[src/rtl/bpa_pkg.sv]
package bpa_pkg;

    localparam int PAGE_SLOTS  = 4096;
    localparam int ORDER_LIMIT = 13;
    localparam int SLOT_W      = $clog2(PAGE_SLOTS);
    localparam int LINK_W      = SLOT_W + 1;
    localparam int ORD_W       = 4;
    localparam int CNT_W       = 13;
    localparam int CUR_W       = 14;

    // list end marker: one past the last slot
    localparam logic [LINK_W-1:0] NONE_SLOT = LINK_W'(PAGE_SLOTS);

    localparam logic [1:0] REQ_INIT  = 2'd0;
    localparam logic [1:0] REQ_ALLOC = 2'd1;
    localparam logic [1:0] REQ_FREE  = 2'd2;
    localparam logic [1:0] REQ_BAD   = 2'd3;

    typedef struct packed {
        logic [1:0]  req_type;
        logic [11:0] page_index;
        logic [12:0] page_count;
    } req_t;

    typedef struct packed {
        logic        ok;
        logic [11:0] block_index;
        logic [3:0]  block_order;
        logic [12:0] free_total;
    } result_t;

    typedef enum logic [4:0] {
        OP_NONE,
        OP_LATCH,
        OP_CLR_START,
        OP_CLR_STEP,
        OP_CARVE_PUSH,
        OP_PUSH2,
        OP_FREE_RD,
        OP_FREE_SKIP,
        OP_FREE_PUSH,
        OP_BUD_RD,
        OP_UNL_RD_BUD,
        OP_UNL_RD_BLK,
        OP_UNLINK_WR,
        OP_MERGE_PUSH,
        OP_ALLOC_TAKE,
        OP_SPLIT_PUSH,
        OP_ALLOC_FIN,
        OP_FAIL
    } dp_op_t;

    typedef struct packed {
        logic idx_in_range;
        logic mark_set;
        logic bud_avail;
        logic bud_match;
        logic alloc_ok;
        logic split_more;
        logic cnt_zero;
        logic remain_zero;
        logic clr_last;
    } dp_status_t;

endpackage

[src/rtl/bpa_ctrl.sv]
module bpa_ctrl (
    input  logic                clk,
    input  logic                rst_n,
    input  logic                start,
    input  logic [1:0]          req_type,
    input  bpa_pkg::dp_status_t status,
    output bpa_pkg::dp_op_t     op,
    output logic                busy,
    output logic                done
);

    typedef enum logic [4:0] {
        S_RST_CLR,
        S_IDLE,
        S_FAIL,
        S_DONE,
        S_INIT_START,
        S_INIT_CLR,
        S_CARVE,
        S_CARVE_P2,
        S_FREE,
        S_FREE_CHK,
        S_FREE_P2,
        S_MERGE,
        S_MERGE_CHK,
        S_UNL_BUD,
        S_UNL_BLK_RD,
        S_UNL_BLK,
        S_MERGE_PUSH,
        S_MERGE_P2,
        S_ALLOC,
        S_ALLOC_UNL,
        S_SPLIT,
        S_SPLIT_P2
    } state_t;

    state_t state_reg, state_next;
    logic   done_reg, done_next;

    always_comb
    begin
        state_next = state_reg;
        op         = bpa_pkg::OP_NONE;
        done_next  = 1'b0;
        unique case (state_reg)
            S_RST_CLR:
            begin
                op = bpa_pkg::OP_CLR_STEP;
                if (status.clr_last)
                begin
                    state_next = S_IDLE;
                end
            end
            S_IDLE:
            begin
                if (start)
                begin
                    op = bpa_pkg::OP_LATCH;
                    unique case (req_type)
                        bpa_pkg::REQ_INIT:  state_next = S_INIT_START;
                        bpa_pkg::REQ_ALLOC: state_next = S_ALLOC;
                        bpa_pkg::REQ_FREE:  state_next = S_FREE;
                        default:            state_next = S_FAIL;
                    endcase
                end
            end
            S_FAIL:
            begin
                op         = bpa_pkg::OP_FAIL;
                state_next = S_DONE;
            end
            S_DONE:
            begin
                done_next  = 1'b1;
                state_next = S_IDLE;
            end
            S_INIT_START:
            begin
                op         = bpa_pkg::OP_CLR_START;
                state_next = S_INIT_CLR;
            end
            S_INIT_CLR:
            begin
                op = bpa_pkg::OP_CLR_STEP;
                if (status.clr_last)
                begin
                    state_next = S_CARVE;
                end
            end
            S_CARVE:
            begin
                if (status.remain_zero)
                begin
                    state_next = S_DONE;
                end
                else
                begin
                    op         = bpa_pkg::OP_CARVE_PUSH;
                    state_next = S_CARVE_P2;
                end
            end
            S_CARVE_P2:
            begin
                op         = bpa_pkg::OP_PUSH2;
                state_next = S_CARVE;
            end
            S_FREE:
            begin
                priority if (status.cnt_zero)
                begin
                    state_next = S_DONE;
                end
                else if (!status.idx_in_range)
                begin
                    op = bpa_pkg::OP_FREE_SKIP;
                end
                else
                begin
                    op         = bpa_pkg::OP_FREE_RD;
                    state_next = S_FREE_CHK;
                end
            end
            S_FREE_CHK:
            begin
                if (status.mark_set)
                begin
                    op         = bpa_pkg::OP_FREE_SKIP;
                    state_next = S_FREE;
                end
                else
                begin
                    op         = bpa_pkg::OP_FREE_PUSH;
                    state_next = S_FREE_P2;
                end
            end
            S_FREE_P2:
            begin
                op         = bpa_pkg::OP_PUSH2;
                state_next = S_MERGE;
            end
            S_MERGE:
            begin
                if (status.bud_avail)
                begin
                    op         = bpa_pkg::OP_BUD_RD;
                    state_next = S_MERGE_CHK;
                end
                else
                begin
                    state_next = S_FREE;
                end
            end
            S_MERGE_CHK:
            begin
                if (status.bud_match)
                begin
                    op         = bpa_pkg::OP_UNL_RD_BUD;
                    state_next = S_UNL_BUD;
                end
                else
                begin
                    state_next = S_FREE;
                end
            end
            S_UNL_BUD:
            begin
                op         = bpa_pkg::OP_UNLINK_WR;
                state_next = S_UNL_BLK_RD;
            end
            S_UNL_BLK_RD:
            begin
                op         = bpa_pkg::OP_UNL_RD_BLK;
                state_next = S_UNL_BLK;
            end
            S_UNL_BLK:
            begin
                op         = bpa_pkg::OP_UNLINK_WR;
                state_next = S_MERGE_PUSH;
            end
            S_MERGE_PUSH:
            begin
                op         = bpa_pkg::OP_MERGE_PUSH;
                state_next = S_MERGE_P2;
            end
            S_MERGE_P2:
            begin
                op         = bpa_pkg::OP_PUSH2;
                state_next = S_MERGE;
            end
            S_ALLOC:
            begin
                if (status.alloc_ok)
                begin
                    op         = bpa_pkg::OP_ALLOC_TAKE;
                    state_next = S_ALLOC_UNL;
                end
                else
                begin
                    op         = bpa_pkg::OP_FAIL;
                    state_next = S_DONE;
                end
            end
            S_ALLOC_UNL:
            begin
                op         = bpa_pkg::OP_UNLINK_WR;
                state_next = S_SPLIT;
            end
            S_SPLIT:
            begin
                if (status.split_more)
                begin
                    op         = bpa_pkg::OP_SPLIT_PUSH;
                    state_next = S_SPLIT_P2;
                end
                else
                begin
                    op         = bpa_pkg::OP_ALLOC_FIN;
                    state_next = S_DONE;
                end
            end
            S_SPLIT_P2:
            begin
                op         = bpa_pkg::OP_PUSH2;
                state_next = S_SPLIT;
            end
            default:
            begin
                state_next = S_IDLE;
            end
        endcase
    end

    always_ff @(posedge clk or negedge rst_n)
    begin
        if (!rst_n)
        begin
            state_reg <= S_RST_CLR;
            done_reg  <= 1'b0;
        end
        else
        begin
            state_reg <= state_next;
            done_reg  <= done_next;
        end
    end

    assign busy = state_reg != S_IDLE;
    assign done = done_reg;

endmodule

[config.mk]
export PLATFORM = sky130hd
export DESIGN_NAME = bpa_ctrl
export DESIGN_NICKNAME = d
export VERILOG_FILES = /design/src/rtl/bpa_pkg.sv /design/src/rtl/bpa_ctrl.sv
export SDC_FILE = /design/constraint.sdc
export NUM_CORES = 1
export LEC_CHECK = 0
export ABC_AREA = 1
export BUFFER_PORTS_ARGS = -buffer_cell sky130_fd_sc_hd__buf_2
export CAP_MARGIN = 20
export CORE_UTILIZATION = 52
export DETAILED_ROUTE_END_ITERATION = 8
export PLACE_DENSITY = 0.77
export SYNTH_ARGS = -nofsm -noshare
export SYNTH_HDL_FRONTEND = slang
export SYNTH_SLANG_ARGS = --single-unit
export TNS_END_PERCENT = 5
[constraint.sdc]
create_clock -name clk -period 1.6 [get_ports clk]
set_input_delay 0.24 -clock clk [delete_from_list [all_inputs] [get_ports clk]]
set_output_delay 0.24 -clock clk [all_outputs]
set_load 0.02 [all_outputs]
==> key figures, run 1 <==
Run status
  – Outcome: did not finish
  – Stopped at: global routing (5_1_grt)
  – Error: [ERROR GRT-0232] Routing congestion too high. Check the congestion heatmap in the GUI.

Die
  – DIE WIDTH: 42.4 um
  – Die extent in y: 42.4 um
  – Top-level I/O count: 21
  – # rows: 14
  – Starting Density: 0.557

STA
  – Worst_ep grt: op[1]
  – WEP type: top-level output

Synthesis
  – EDFF count, synth: 0
  – Synthesized area: 850 sq um
  – Syn Inst Count: 152
  – Warnings from Yosys: 0
  – Syn_nets: 166
  – Distinct cell type count after synthesis: 21
  – Async SR Flop Fraction: 1.00
  – FF+latch count, synth: 6
  – Syn_area_per_cell: 5.59 sq um
  – Sequential share of the synthesized area: 0.177
  – Most used DFF post-synth: dfrtp_1

Clock tree
  – CTS Root Buffer Type: clkbuf_4
  – Htree depth: 1
  – Clk buf depth: 2
  – TritonCTS Buffers: 3
  – Count of clock tree sinks: 6

Placed design
  – Dpl ws: -131 ps
  – GP Congestion: 0.990
  – Port bufs: 20
  – DP Cell Count: 226
  – Hpwl dp: 2.57 mm

GRT
  – Largest net degree at the start of global routing: 8
  – Total congestion overflow: 113
  – GRT Util Overall: 0.855
## per-stage QoR
step,instance area [sq um],utilization
after CTS,1420,0.931
after detailed placement,1250,0.819
after global placement,1250,0.819
after floorplan,850,-
## cell families after synthesis
| family | count (synthesis) | share of synthesized area |
|---|---|---|
| simple gates | 112 | 0.623 |
| buf+inv | 20 | 0.106 |
| compound gates | 14 | 0.0942 |
| flops | 6 | 0.177 |
## per-layer routing
metal | overflow | global-route usage
met5 | 0 | 0
met3 | 0 | 0.427
met1 | 0 | 0.817
met4 | 13 | 0.869
met2 | 100 | 1.28
## Yosys cell counts, types with 2 or more instances
cell      number  share of area
a21oi_1        7          0.041
buf_6          2          0.027
dfrtp_1        6           0.18
inv_1         15          0.066
inv_2          3          0.013
nand2_1       35           0.15
nand2_2        4          0.029
nand3_1       18           0.11
nand4_1        3          0.022
nor2_1        32           0.14
nor2_2         4          0.029
nor2_4         4          0.053
nor3_1         8          0.047
o211ai_1       2          0.018
o21ai_0        3          0.018
## timing repair
action	4_1_cts
hold endpoints to repair	6
buffers inserted	5
endpoints found under the setup margin	11
gates resized for setup	32
pin swaps	7
hold buffers	1
==> inputs of run 2 (changes only) <==
CORE_AREA = 2 2 63 65   (was default)
CORE_UTILIZATION = default   (was 52)
DIE_AREA = 0 0 65 67   (was default)
PLACE_DENSITY = default   (was 0.77)
PLACE_DENSITY_LB_ADDON = 0.15   (was default)
==> key figures, run 2 <==
Run status
  – Outcome: finished, violations left
  – Failing checks: setup timing

Worst hold path
  – Hold Path Stages: 4
  – HP Class: primary input to flop

Synthesis
  – Synth top cells by count: 35 x nand2_1, 32 x nor2_1, 18 x nand3_1, 15 x inv_1, 8 x nor3_1
  – Sequential share of the synthesized area: 0.177
  – FF+latch count, synth: 6
  – Synth top area share: 0.177
  – Leading area contributor after synthesis: dfrtp_1
  – Async SR Flop Fraction: 1.00
  – Syn_area_per_cell: 5.59 sq um
  – Synth top area cells: dfrtp_1 18%, nand2_1 15%, nor2_1 14%
  – Post-synthesis mux area share: 0
  – Post-Synth Simple-Gate Area: 0.623
  – EDFF count, synth: 0
  – Syn Inst Count: 152
  – Synthesized area: 850 sq um
  – Synth Area in XOR/XNOR: 0
  – Warnings from Yosys: 0
  – Syn_nets: 166
  – Largest family of logic cells by synthesized area: simple AND/OR/NAND/NOR gates
  – Synth Area in Adders: 0
  – Most used DFF post-synth: dfrtp_1
  – Compound-Gate Fraction of Synth Area: 0.0943
  – Distinct cell type count after synthesis: 21
  – Most numerous cell in the Yosys netlist: nand2_1

Die
  – # rows: 22
  – Top-level I/O count: 21
  – Full die area: 0.00436 sq mm
  – Starting Density: 0.236
  – Die extent in y: 67 um
  – DIE WIDTH: 65 um
  – Core ar.: 0.00361 sq mm

Routing
  – Detailed router's first-iteration violation count: 38
  – First-pass DRT Iterations: 4
  – Drt wl/cell: 12.7 um
  – Routed wire length: 3.46 mm
  – Total vias in the final route: 1260
  – Final ANT Viol Nets: 0
  – DRC viols: 0
  – Routed vias/inst: 4.63

Clock tree
  – TritonCTS Buffers: 3
  – CTS tree: done
  – Skew-Pair Late Insertion Delay: 220 ps
  – Htree depth: 1
  – Count of clock tree sinks: 6
  – Clk buf depth: 2
  – Clock slew at reported path FFs: 40 ps
  – CTS Root Buffer Type: clkbuf_8

GRT
  – Number of global-route vias before repair: 1256
  – Initial antenna violation count: 0
  – Largest net degree at the start of global routing: 8
  – First-pass GRT wire length: 5.78 mm
  – GRT Util Overall: 0.175
  – Total congestion overflow: 0

Critical path
  – CP Max Fanout: 5
  – Critical path class: flop to output pin
  – Crit. End Element: output pin
  – Setup crit start kind: flop
  – Worst R2R Path Depth: 11
  – Required @ worst endpoint: 1360 ps
  – Worst Path Arrival: 1640 ps

Final layout
  – Most common cell after layout, fill and taps aside: buf_4
  – Layout cell share with drive strength beyond 1: 0.589
  – Most frequent cells in the layout: 48 x buf_4, 28 x nand2_1, 23 x nor2_1
  – Synthesis-to-layout area growth: 96.2%
  – Antenna Cells: 0
  – Final #Nets: 240
  – Max reg flops: 5
  – Number of non-filler instances in the completed layout: 272

Power
  – Internal Power: 1560 uW
  – Sw frac: 0.496
  – Worst vdd ir: 0.808 mV
  – Power Dens Cells: 1850 mW/mm^2
  – Part of the power in combinational logic: 0.817
  – Pleak: 0.000841 uW
  – Total Power: 3090 uW
  – Flop pwr share: 0.109
  – Sw power: 1530 uW
  – Clock share of power: 0.074

STA
  – Max Fclk: 533 MHz
  – Clock Skew: 3.79 ps
  – Final period utilization: 1.17
  – Endpoints failing setup: 9
  – Final setup TNS: -1160 ps
  – Max Slew Vio Count: 0
  – Final hold violations: 0
  – Final worst slack: -276 ps
  – Slew @ Worst Pin: 246 ps
  – Rel. slew slack: 0.834
  – RSZ-0062 raised after global routing: true
  – Tmin final: 1880 ps

Placed design
  – DP Cell Count: 257
  – Port bufs: 20
  – Hpwl dp: 2.69 mm
  – GP Congestion: 0.936

Job
  – Max Cap Viol: 0
[run 2: cell counts after synthesis]
Identical to the previous run, type by type.
[run 2: layout make-up]
type	instances	area (sq um)
fill	368	1940
multi-input combinational	126	801
timing repair buffer	71	531
sequential	6	156
inverter	18	77.6
tap	48	60.1
clock buffer	3	41.3
[run 2: kinds of logic after synthesis]
kind of cell	after synthesis
buf+inv	20
compound gates	14
flops	6
simple gates	112
[run 2: repair_timing]
action / in CTS / in global routing
pin swaps: 11 / 12
endpoints found under the setup margin: 11 / 11
hold buffers: 1 / 0
gates resized for setup: 50 / 25
setup buffers: 10 / 2
cloned: 0 / 0
endpoints found under the hold margin: 6 / 0
[run 2: worst max-delay path, cell delays in order (launching register included)]
cell and delay, ps:
dfrtp_2 440, inv_2 100, nor2_4 60, nand3_4 90, nor2_4 50, nor4_2 280, buf_4 170, nand3_2 70
buf_6 140
[run 2: through the flow]
step	setup WS, ps	utilization	hold WS, ps	area [sq um]
after floorplan	64.3	-	-55.6	850
after global placement	-144	0.355	68.9	1280
after detailed placement	-121	0.355	69.4	1280
after CTS	-222	0.439	329	1580
after global routing	-330	0.462	366	1670
final	-276	0.462	329	1670
[run 2: power by group through the flow]
stage / combinational, uW / sequential [uW] / clock (uW)
floorplan: 1060 / 279 / 0
global placement: 1900 / 304 / 0
detailed placement: 1860 / 305 / 0
CTS: 2300 / 341 / 230
global route: 2740 / 347 / 238
finish: 2520 / 335 / 230
[run 2: path summary, 6_finish.rpt]
path	startpoint	end	slack (ps)
min reg2reg	state_reg[0]$_DFFE_PN0P_	state_reg[0]$_DFFE_PN0P_	740
max	state_reg[2]$_DFFE_PN0P_	op[0]	-280
min in group asynchronous	rst_n	state_reg[4]$_DFFE_PN0P_	370
max in group asynchronous	rst_n	state_reg[1]$_DFFE_PN0P_	1070
min	status[0]	state_reg[2]$_DFFE_PN0P_	330
max reg2reg	state_reg[2]$_DFFE_PN0P_	state_reg[0]$_DFFE_PN0P_	-30
[run 2: layer usage]
metal,global-route usage,up-vias,share of wire
li1,-,637,-
met1,0.196,579,0.40
met2,0.331,32,0.53
met3,0.0321,12,0.046
met4,0.0532,0,0.021
met5,0,-,0
(Power assumes the default switching activity.)
